### config.mk
export PLATFORM = sky130hd
export DESIGN_NAME = frame_table_second_chance
export DESIGN_NICKNAME = d
export VERILOG_FILES = /design/src/rtl/core/fts_pkg.sv /design/src/rtl/core/fts_ctrl.sv /design/src/rtl/core/frame_table_second_chance.sv
export SDC_FILE = /design/constraint.sdc
export NUM_CORES = 2
export LEC_CHECK = 0
export CAP_MARGIN = 15
export CORE_MARGIN = 2
export CORE_UTILIZATION = 35
export DETAILED_ROUTE_END_ITERATION = 6
export DONT_BUFFER_PORTS = 1
export GPL_ROUTABILITY_DRIVEN = 0
export PLACE_DENSITY = 0.51
export SYNTH_ARGS = -nofsm -noshare
export SYNTH_HDL_FRONTEND = slang
export SYNTH_SLANG_ARGS = --single-unit
### constraint.sdc
create_clock -name i_clk -period 13.2 [get_ports i_clk]
set_input_delay 2.64 -clock i_clk [delete_from_list [all_inputs] [get_ports i_clk]]
set_output_delay 2.64 -clock i_clk [all_outputs]
set_load 0.005 [all_outputs]
### src/rtl/core/fts_pkg.sv
// ----------------------------------------------------------------------------
// fts_pkg
// Shared types and constants of the second-chance frame table.
// ----------------------------------------------------------------------------
package fts_pkg;

    localparam int FRAME_SLOTS_DEF = 64;
    localparam int PAGE_W          = 20;
    localparam int COUNT_W         = 7;
    localparam logic [PAGE_W-1:0] KERNEL_BASE_RST = 20'd786432;

    typedef enum logic [2:0] {
        OP_INSERT = 3'd0,
        OP_REMOVE = 3'd1,
        OP_TOUCH  = 3'd2,
        OP_PIN    = 3'd3,
        OP_EVICT  = 3'd4
    } t_op;

    typedef enum logic [2:0] {
        ST_OK        = 3'd0,
        ST_KERNEL    = 3'd1,
        ST_NOT_FOUND = 3'd2,
        ST_NO_VICTIM = 3'd3,
        ST_DUPLICATE = 3'd4
    } t_status;

    typedef struct packed {
        logic [2:0]        status;
        logic              victim_valid;
        logic [PAGE_W-1:0] victim_page;
        logic [COUNT_W-1:0] entry_count;
    } t_res;

endpackage

### src/rtl/core/fts_ctrl.sv
// ----------------------------------------------------------------------------
// fts_ctrl
// Table memory and the sequencer that scans, updates and compacts it.
// ----------------------------------------------------------------------------
module fts_ctrl #(
    parameter int FRAME_SLOTS = fts_pkg::FRAME_SLOTS_DEF
) (
    input  logic                      i_clk,
    input  logic                      i_rst_n,
    input  logic [fts_pkg::PAGE_W-1:0] i_kernel_base,
    input  logic                      i_req_valid,
    output logic                      o_req_ready,
    input  logic [2:0]                i_op,
    input  logic [fts_pkg::PAGE_W-1:0] i_page,
    input  logic                      i_pin_value,
    output logic                      o_res_valid,
    input  logic                      i_res_ready,
    output fts_pkg::t_res             o_res
);
    import fts_pkg::*;

    localparam int AW = $clog2(FRAME_SLOTS);
    localparam int CW = $clog2(FRAME_SLOTS + 1);
    localparam int DW = PAGE_W + 2;

    typedef enum logic [3:0] {
        S_IDLE, S_FD_RD, S_FD_CK, S_EV_RD, S_EV_CK, S_SH_RD, S_SH_WR, S_APPEND, S_DONE
    } t_state;

    t_state            r_state;
    logic [2:0]        r_op;
    logic [PAGE_W-1:0] r_page;
    logic              r_pin;
    logic [CW-1:0]     r_occ;
    logic [CW-1:0]     r_idx;
    logic [2:0]        r_status;
    logic              r_vvalid;
    logic [PAGE_W-1:0] r_vpage;
    logic              r_first_vld;
    logic [CW-1:0]     r_first_idx;
    logic [PAGE_W-1:0] r_first_page;

    // Entry word: page, pinned mark, accessed mark.
    logic [DW-1:0] mem [FRAME_SLOTS];
    logic [DW-1:0] rd_q;
    logic [AW-1:0] rd_addr;
    logic          we;
    logic [AW-1:0] wa;
    logic [DW-1:0] wd;

    logic [PAGE_W-1:0] q_page;
    logic              q_pin;
    logic              q_acc;
    logic              last;
    logic [CW-1:0]     idx_inc;

    assign q_page  = rd_q[DW-1:2];
    assign q_pin   = rd_q[1];
    assign q_acc   = rd_q[0];
    assign idx_inc = r_idx + CW'(1);
    assign last    = (idx_inc == r_occ);

    always_comb begin
        rd_addr = r_idx[AW-1:0];
        if (r_state == S_SH_RD) begin
            rd_addr = idx_inc[AW-1:0];
        end
    end

    always_comb begin
        we = 1'b0;
        wa = r_idx[AW-1:0];
        wd = rd_q;
        case (r_state)
            S_FD_CK: begin
                if (q_page == r_page && r_op == OP_TOUCH) begin
                    we = 1'b1;
                    wd = {q_page, q_pin, 1'b1};
                end else if (q_page == r_page && r_op == OP_PIN) begin
                    we = 1'b1;
                    wd = {q_page, r_pin, q_acc};
                end
            end
            S_EV_CK: begin
                if (!q_pin && q_acc) begin
                    we = 1'b1;
                    wd = {q_page, q_pin, 1'b0};
                end
            end
            S_SH_WR: we = 1'b1;
            S_APPEND: begin
                we = 1'b1;
                wa = r_occ[AW-1:0];
                wd = {r_page, r_pin, 1'b0};
            end
            default: ;
        endcase
    end

    always_ff @(posedge i_clk) begin
        rd_q <= mem[rd_addr];
        if (we) begin
            mem[wa] <= wd;
        end
    end

    always_ff @(posedge i_clk) begin
        if (!i_rst_n) begin
            r_state <= S_IDLE;
            r_occ   <= '0;
        end else begin
            unique case (r_state)
                S_IDLE: begin
                    if (i_req_valid) begin
                        r_op        <= i_op;
                        r_page      <= i_page;
                        r_pin       <= i_pin_value;
                        r_idx       <= '0;
                        r_vvalid    <= 1'b0;
                        r_vpage     <= '0;
                        r_status    <= ST_OK;
                        r_first_vld <= 1'b0;
                        if (i_op <= OP_PIN && i_page >= i_kernel_base) begin
                            r_status <= ST_KERNEL;
                            r_state  <= S_DONE;
                        end else if (i_op <= OP_PIN) begin
                            if (r_occ != '0) begin
                                r_state <= S_FD_RD;
                            end else if (i_op == OP_INSERT) begin
                                r_state <= S_APPEND;
                            end else begin
                                r_status <= ST_NOT_FOUND;
                                r_state  <= S_DONE;
                            end
                        end else if (i_op == OP_EVICT) begin
                            if (r_occ != '0) begin
                                r_state <= S_EV_RD;
                            end else begin
                                r_status <= ST_NO_VICTIM;
                                r_state  <= S_DONE;
                            end
                        end else begin
                            r_state <= S_DONE;
                        end
                    end
                end
                S_FD_RD: r_state <= S_FD_CK;
                S_FD_CK: begin
                    if (q_page == r_page) begin
                        if (r_op == OP_INSERT) begin
                            r_status <= ST_DUPLICATE;
                            r_state  <= S_DONE;
                        end else if (r_op == OP_REMOVE) begin
                            r_state <= S_SH_RD;
                        end else begin
                            r_state <= S_DONE;
                        end
                    end else if (last) begin
                        if (r_op != OP_INSERT) begin
                            r_status <= ST_NOT_FOUND;
                            r_state  <= S_DONE;
                        end else if (r_occ < CW'(FRAME_SLOTS)) begin
                            r_state <= S_APPEND;
                        end else begin
                            r_idx   <= '0;
                            r_state <= S_EV_RD;
                        end
                    end else begin
                        r_idx   <= idx_inc;
                        r_state <= S_FD_RD;
                    end
                end
                S_EV_RD: r_state <= S_EV_CK;
                S_EV_CK: begin
                    if (!q_pin && !q_acc) begin
                        r_vvalid <= 1'b1;
                        r_vpage  <= q_page;
                        r_state  <= S_SH_RD;
                    end else begin
                        if (!q_pin && !r_first_vld) begin
                            r_first_vld  <= 1'b1;
                            r_first_idx  <= r_idx;
                            r_first_page <= q_page;
                        end
                        if (last) begin
                            // Every unpinned entry had its mark set and has now
                            // been cleared, so the first of them goes.
                            if (!q_pin && !r_first_vld) begin
                                r_vvalid <= 1'b1;
                                r_vpage  <= q_page;
                                r_state  <= S_SH_RD;
                            end else if (r_first_vld) begin
                                r_vvalid <= 1'b1;
                                r_vpage  <= r_first_page;
                                r_idx    <= r_first_idx;
                                r_state  <= S_SH_RD;
                            end else begin
                                r_status <= ST_NO_VICTIM;
                                r_state  <= S_DONE;
                            end
                        end else begin
                            r_idx   <= idx_inc;
                            r_state <= S_EV_RD;
                        end
                    end
                end
                S_SH_RD: begin
                    if (idx_inc < r_occ) begin
                        r_state <= S_SH_WR;
                    end else begin
                        r_occ   <= r_occ - CW'(1);
                        r_state <= (r_op == OP_INSERT) ? S_APPEND : S_DONE;
                    end
                end
                S_SH_WR: begin
                    r_idx   <= idx_inc;
                    r_state <= S_SH_RD;
                end
                S_APPEND: begin
                    r_occ   <= r_occ + CW'(1);
                    r_state <= S_DONE;
                end
                S_DONE: begin
                    if (i_res_ready) begin
                        r_state <= S_IDLE;
                    end
                end
                default: r_state <= S_IDLE;
            endcase
        end
    end

    assign o_req_ready             = (r_state == S_IDLE);
    assign o_res_valid             = (r_state == S_DONE);
    assign o_res.status            = r_status;
    assign o_res.victim_valid      = r_vvalid;
    assign o_res.victim_page       = r_vpage;
    assign o_res.entry_count       = COUNT_W'(r_occ);

    a_occ_bound: assert property (@(posedge i_clk) disable iff (!i_rst_n)
        r_occ <= CW'(FRAME_SLOTS))
        else $error("occupancy above table size");
    a_no_write_idle: assert property (@(posedge i_clk) disable iff (!i_rst_n)
        (r_state == S_IDLE || r_state == S_DONE) |-> !we)
        else $error("table write outside an operation");
    a_victim_ok: assert property (@(posedge i_clk) disable iff (!i_rst_n)
        o_res_valid && r_vvalid |-> r_status == ST_OK)
        else $error("victim reported with error status");
    a_append_room: assert property (@(posedge i_clk) disable iff (!i_rst_n)
        r_state == S_APPEND |-> r_occ < CW'(FRAME_SLOTS))
        else $error("append into a full table");

endmodule

### src/rtl/core/frame_table_second_chance.sv
// ----------------------------------------------------------------------------
// frame_table_second_chance
// Ordered page frame table with second-chance victim selection.
// ----------------------------------------------------------------------------
//  channel   signals                                         direction
//  request   i_in_valid / o_in_ready, i_op, i_page, i_pin_value   in
//  result    o_out_valid / i_out_ready, o_status, o_victim_valid,
//            o_victim_page, o_entry_count                     out
//  config    i_cfg_we, i_cfg_wdata (kernel base page)         in
//
//  Rejected or unknown requests go straight to the result; other requests
//  scan the table in order, reading one entry of the table memory at a time,
//  and a delete moves each later entry up one place. An insert into a full
//  table does a lookup, an eviction scan, a compaction and an append in turn.
//  Reset is synchronous and active low; it empties the table at once, no
//  clearing pass is needed. A new request is taken while the last result still
//  waits in the output register; a stalled result holds the sequencer in its
//  final step.
// ----------------------------------------------------------------------------
module frame_table_second_chance #(
    parameter int FRAME_SLOTS = fts_pkg::FRAME_SLOTS_DEF
) (
    input  logic                        i_clk,
    input  logic                        i_rst_n,
    input  logic                        i_cfg_we,
    input  logic [fts_pkg::PAGE_W-1:0]  i_cfg_wdata,
    input  logic                        i_in_valid,
    output logic                        o_in_ready,
    input  logic [2:0]                  i_op,
    input  logic [fts_pkg::PAGE_W-1:0]  i_page,
    input  logic                        i_pin_value,
    output logic                        o_out_valid,
    input  logic                        i_out_ready,
    output logic [2:0]                  o_status,
    output logic                        o_victim_valid,
    output logic [fts_pkg::PAGE_W-1:0]  o_victim_page,
    output logic [fts_pkg::COUNT_W-1:0] o_entry_count
);
    import fts_pkg::*;

    logic [PAGE_W-1:0] r_kernel_base;
    logic              r_out_valid;
    t_res              r_out;
    logic              res_valid;
    logic              res_ready;
    t_res              res;

    // Kernel base register; the user must write it only while the block is idle, the block itself does not enforce it.
    always_ff @(posedge i_clk) begin
        if (!i_rst_n) begin
            r_kernel_base <= KERNEL_BASE_RST;
        end else if (i_cfg_we) begin
            r_kernel_base <= i_cfg_wdata;
        end
    end

    fts_ctrl #(
        .FRAME_SLOTS(FRAME_SLOTS)
    ) u_ctrl (
        .i_clk        (i_clk),
        .i_rst_n      (i_rst_n),
        .i_kernel_base(r_kernel_base),
        .i_req_valid  (i_in_valid),
        .o_req_ready  (o_in_ready),
        .i_op         (i_op),
        .i_page       (i_page),
        .i_pin_value  (i_pin_value),
        .o_res_valid  (res_valid),
        .i_res_ready  (res_ready),
        .o_res        (res)
    );

    // The output register frees the sequencer as soon as a result is handed on.
    assign res_ready = !r_out_valid || i_out_ready;

    always_ff @(posedge i_clk) begin
        if (!i_rst_n) begin
            r_out_valid <= 1'b0;
        end else if (res_ready) begin
            r_out_valid <= res_valid;
        end
    end

    always_ff @(posedge i_clk) begin
        if (res_ready && res_valid) begin
            r_out <= res;
        end
    end

    assign o_out_valid    = r_out_valid;
    assign o_status       = r_out.status;
    assign o_victim_valid = r_out.victim_valid;
    assign o_victim_page  = r_out.victim_page;
    assign o_entry_count  = r_out.entry_count;

endmodule
==> impl_metrics.json <==
{
  "status": "completed",
  "worstPathMaxFanout": 202,
  "portBuffers": 0,
  "rows": 162,
  "synth-edff-count": 1522,
  "clk_pin_slew_ps": 60,
  "synth_common_cells": "edfxtp_1, o22ai_1, nor3_1",
  "synth_compound_area_share_pct": 20.4,
  "rsz0062_at_grt": "no",
  "synth_simple_gate_area_share_pct": 6.37,
  "max-cap-violations": 0,
  "finalCoreUtilization_pct": 39.6,
  "nNetsFinal": 5038,
  "combinationalPowerShare_pct": 9.9,
  "die_y_um": 446,
  "min_period_ps": 5410,
  "netlist_area_um2": 68300,
  "tns_ps": 0,
  "dpl.hpwl_um": 116000,
  "worst_ep_required_time_ps": 13850,
  "maxSlewViolCount": 0,
  "async_reset_ff_share_pct": 0,
  "synth_top_family_by_area": "compound AO/OA/AOI/OAI gates",
  "grt_pass1_vias": 45200,
  "crit_path_frequent_cell": "buf_4",
  "met2_usage_pct": 34.3,
  "ctsHoldBuffers": 0,
  "drive_gt1_share_pct": 11.5,
  "synth_xor_xnor_area_share_pct": 0.436,
  "hp-start": "u_ctrl.r_vpage[5]$_SDFFCE_PN0P_",
  "muxShareOfSynthArea_pct": 0.555,
  "p_sw_share_pct": 24.9,
  "setup_viol_count_final": 0,
  "clockRootBuffer": "clkbuf_16",
  "max_stage_delay_ps": 960,
  "grt_max_degree": 203,
  "drt-initial-drc-count": 5571,
  "drt_pre_antenna_iters": 6,
  "clock_path_buffers": 3,
  "ant_nets": 0,
  "clk_latency_ps": 820,
  "endpoint_kind": "flop",
  "yosysWarnings": 0,
  "yosys.area.top_type": "edfxtp_1",
  "ys_ff_latch": 1576,
  "vias": 48600,
  "hold_violations": 0,
  "fin_skew_ps": 35.2,
  "post_cts_buffers": 0,
  "drt_wl_total_um": 222000,
  "cts_buffers": 168,
  "fp.coreArea_um2": 195000,
  "tritoncts": "built",
  "clock_sinks": 1576,
  "p_per_area_nw_per_um2": 150,
  "synthFlopType": "edfxtp_1",
  "initial_core_util_pct": 35.1,
  "timing.rr.start": "u_ctrl.r_idx[0]$_DFFE_PP_",
  "grt_overflow_total": 0,
  "startpoint": "u_ctrl.r_idx[0]$_DFFE_PP_",
  "crit_type": "reg -> reg",
  "max_clock_freq_mhz": 185,
  "p_seq_share_pct": 50.5,
  "startpoint_type": "flop",
  "routed_via_density": 6.37,
  "yosysTopAreaCellShare_pct": 66.9,
  "slew_headroom_pct": 18.5,
  "grt_pass1_wl_um": 317000,
  "die_x_um": 446,
  "p_switching_mw": 2.88,
  "antenna_found_initial": 8,
  "finalCritPeriodShare_pct": 41.0,
  "slowest_stage": "o41ai_1",
  "p_leak_nw": 23.2,
  "hold_class": "reg -> reg",
  "num_io_pins": 82,
  "intPower_mw": 8.69,
  "htree_levels": 4,
  "synth_cell_types": 66,
  "synth-adder-area-share_pct": 0.648,
  "peakVddDrop_mv": 0.147,
  "yosysMostFrequentCell": "edfxtp_1",
  "synth.avg_cell_area_um2": 13.4,
  "top_usage_layer": "met2",
  "grt_util_met1_pct": 30.1,
  "areaGrowthSynthToFinish_pct": 12.8,
  "drc": 0,
  "stdcell_count": 7638,
  "use_met3_pct": 3.57,
  "synth_nets": 5167,
  "die_area_um2": 199000,
  "dpl.cell_count": 7326,
  "worstMarginPinSlew_ps": 1220,
  "power_frac_clock_pct": 39.6,
  "grt.total_usage_pct": 21.6,
  "netlist_top_cells_area": "edfxtp_1, o22ai_1, o221ai_1, nor3_1, o21a_1",
  "wl_per_cell_um": 29.1,
  "worstPathArrival_ps": 6060,
  "ys_seq_area_share_pct": 68.4,
  "path_cells": "buf_4 > ha_1 > nand2_4 > buf_12 > buf_4 > o22ai_1 > nor3_1 > o21a_1 > o41ai_1 > nand4_1",
  "ctsResizeCount": 0,
  "synthCells": 5084
}
-- routing by layer --
metal  routed length, µm  up-vias
li1                    -    21200
met1               94900    24800
met2              103000     2239
met3               18000      346
met4                6240        2
met5                  12        -
-- layout by cell type (no fill, tap or decap), types with 9 or more instances in the layout --
cell type	instances
edfxtp_1	1522
o22ai_1	1042
nor3_1	532
o221ai_1	349
o21a_1	260
clkbuf_16	172
buf_4	170
nand2_1	126
a221oi_1	91
nor2_2	67
nor2_1	63
o41ai_2	56
dfxtp_1	54
a21oi_1	53
clkbuf_1	52
inv_1	39
nand4_1	34
ha_1	33
xnor2_1	32
clkinv_1	32
mux2i_1	30
o41ai_1	30
nand3_1	24
clkinv_2	21
nand2_2	20
o21ai_0	13
a21o_1	13
bufinv_16	11
buf_12	10
a22oi_1	9
-- state kept, by name (all words and copies together) (netlist names), 3 cells and up --
signal	cells
u_ctrl.r_occ	7
u_ctrl.r_page	20
u_ctrl.rd_q	22
u_ctrl.r_op	3
r_kernel_base	20
o_status	3
u_ctrl.r_first_page	20
u_ctrl.r_idx	7
u_ctrl.mem	1408
u_ctrl.r_state	4
u_ctrl.r_status	3
u_ctrl.r_first_idx	7
o_victim_page	20
u_ctrl.r_vpage	20
o_entry_count	7
-- cell families after synthesis --
logic type,count (synthesis)
AO/OA/AOI/OAI,1960
AND/OR/NAND/NOR,914
XOR/XNOR,34
flip-flops,1576
adder cells (fa/ha/maj),35
buffers and inverters,528
multiplexers,37
-- worst paths after layout --
kind	end	slack, ps	cells after the start
worst max-delay path	u_ctrl.rd_q[1]$_DFF_P_	7790	10
worst min-delay path	o_victim_page[5]$_DFFE_PP_	420	0
worst max register to register	u_ctrl.rd_q[1]$_DFF_P_	7790	10
worst min register to register	o_victim_page[5]$_DFFE_PP_	420	0
-- through the flow --
| step | total power, mW | setup slack (ps) | cell area (µm²) | hold slack, ps |
|---|---|---|---|---|
| 2_1_floorplan | 6.55 | 8290 | 68300 | 400 |
| 3_3_place_gp | 7.05 | 7110 | 71500 | 403 |
| 3_5_place_dp | 7.08 | 7850 | 71800 | 405 |
| 4_1_cts | 11.6 | 7860 | 77000 | 417 |
| 5_1_grt | 11.9 | 7680 | 77100 | 421 |
| 6_report | 11.6 | 7790 | 77100 | 416 |
-- power by group through the flow --
| stage | clock (mW) | combinational [mW] | sequential [mW] |
|---|---|---|---|
| floorplan | 0 | 0.657 | 5.90 |
| global placement | 0 | 1.11 | 5.95 |
| detailed placement | 0 | 1.13 | 5.94 |
| CTS | 4.66 | 1.14 | 5.84 |
| global route | 4.85 | 1.22 | 5.84 |
| finish | 4.58 | 1.15 | 5.85 |
-- area by class of cell --
cell class	count	area (µm²)
Inverter	41	161
Antenna cell	4	10.0
Timing Repair Buffer	188	1520
Tap cell	2542	3180
Fill cell	18000	118000
Clock buffer	231	4600
Sequential cell	1576	46800
Clock inverter	76	684
Multi-Input combinational cell	2980	20100
-- worst max-delay path: cells and delay by family (launching register included) --
| family | cells | cell delay, ps |
|---|---|---|
| AOI/OAI and AO/OA | 3 | 1490 |
| adders and majority gates | 1 | 580 |
| buffers and inverters | 3 | 1700 |
| DFF | 1 | 350 |
| and+or+nand+nor | 3 | 790 |
Note: power is estimated with default switching activity, not from simulation.
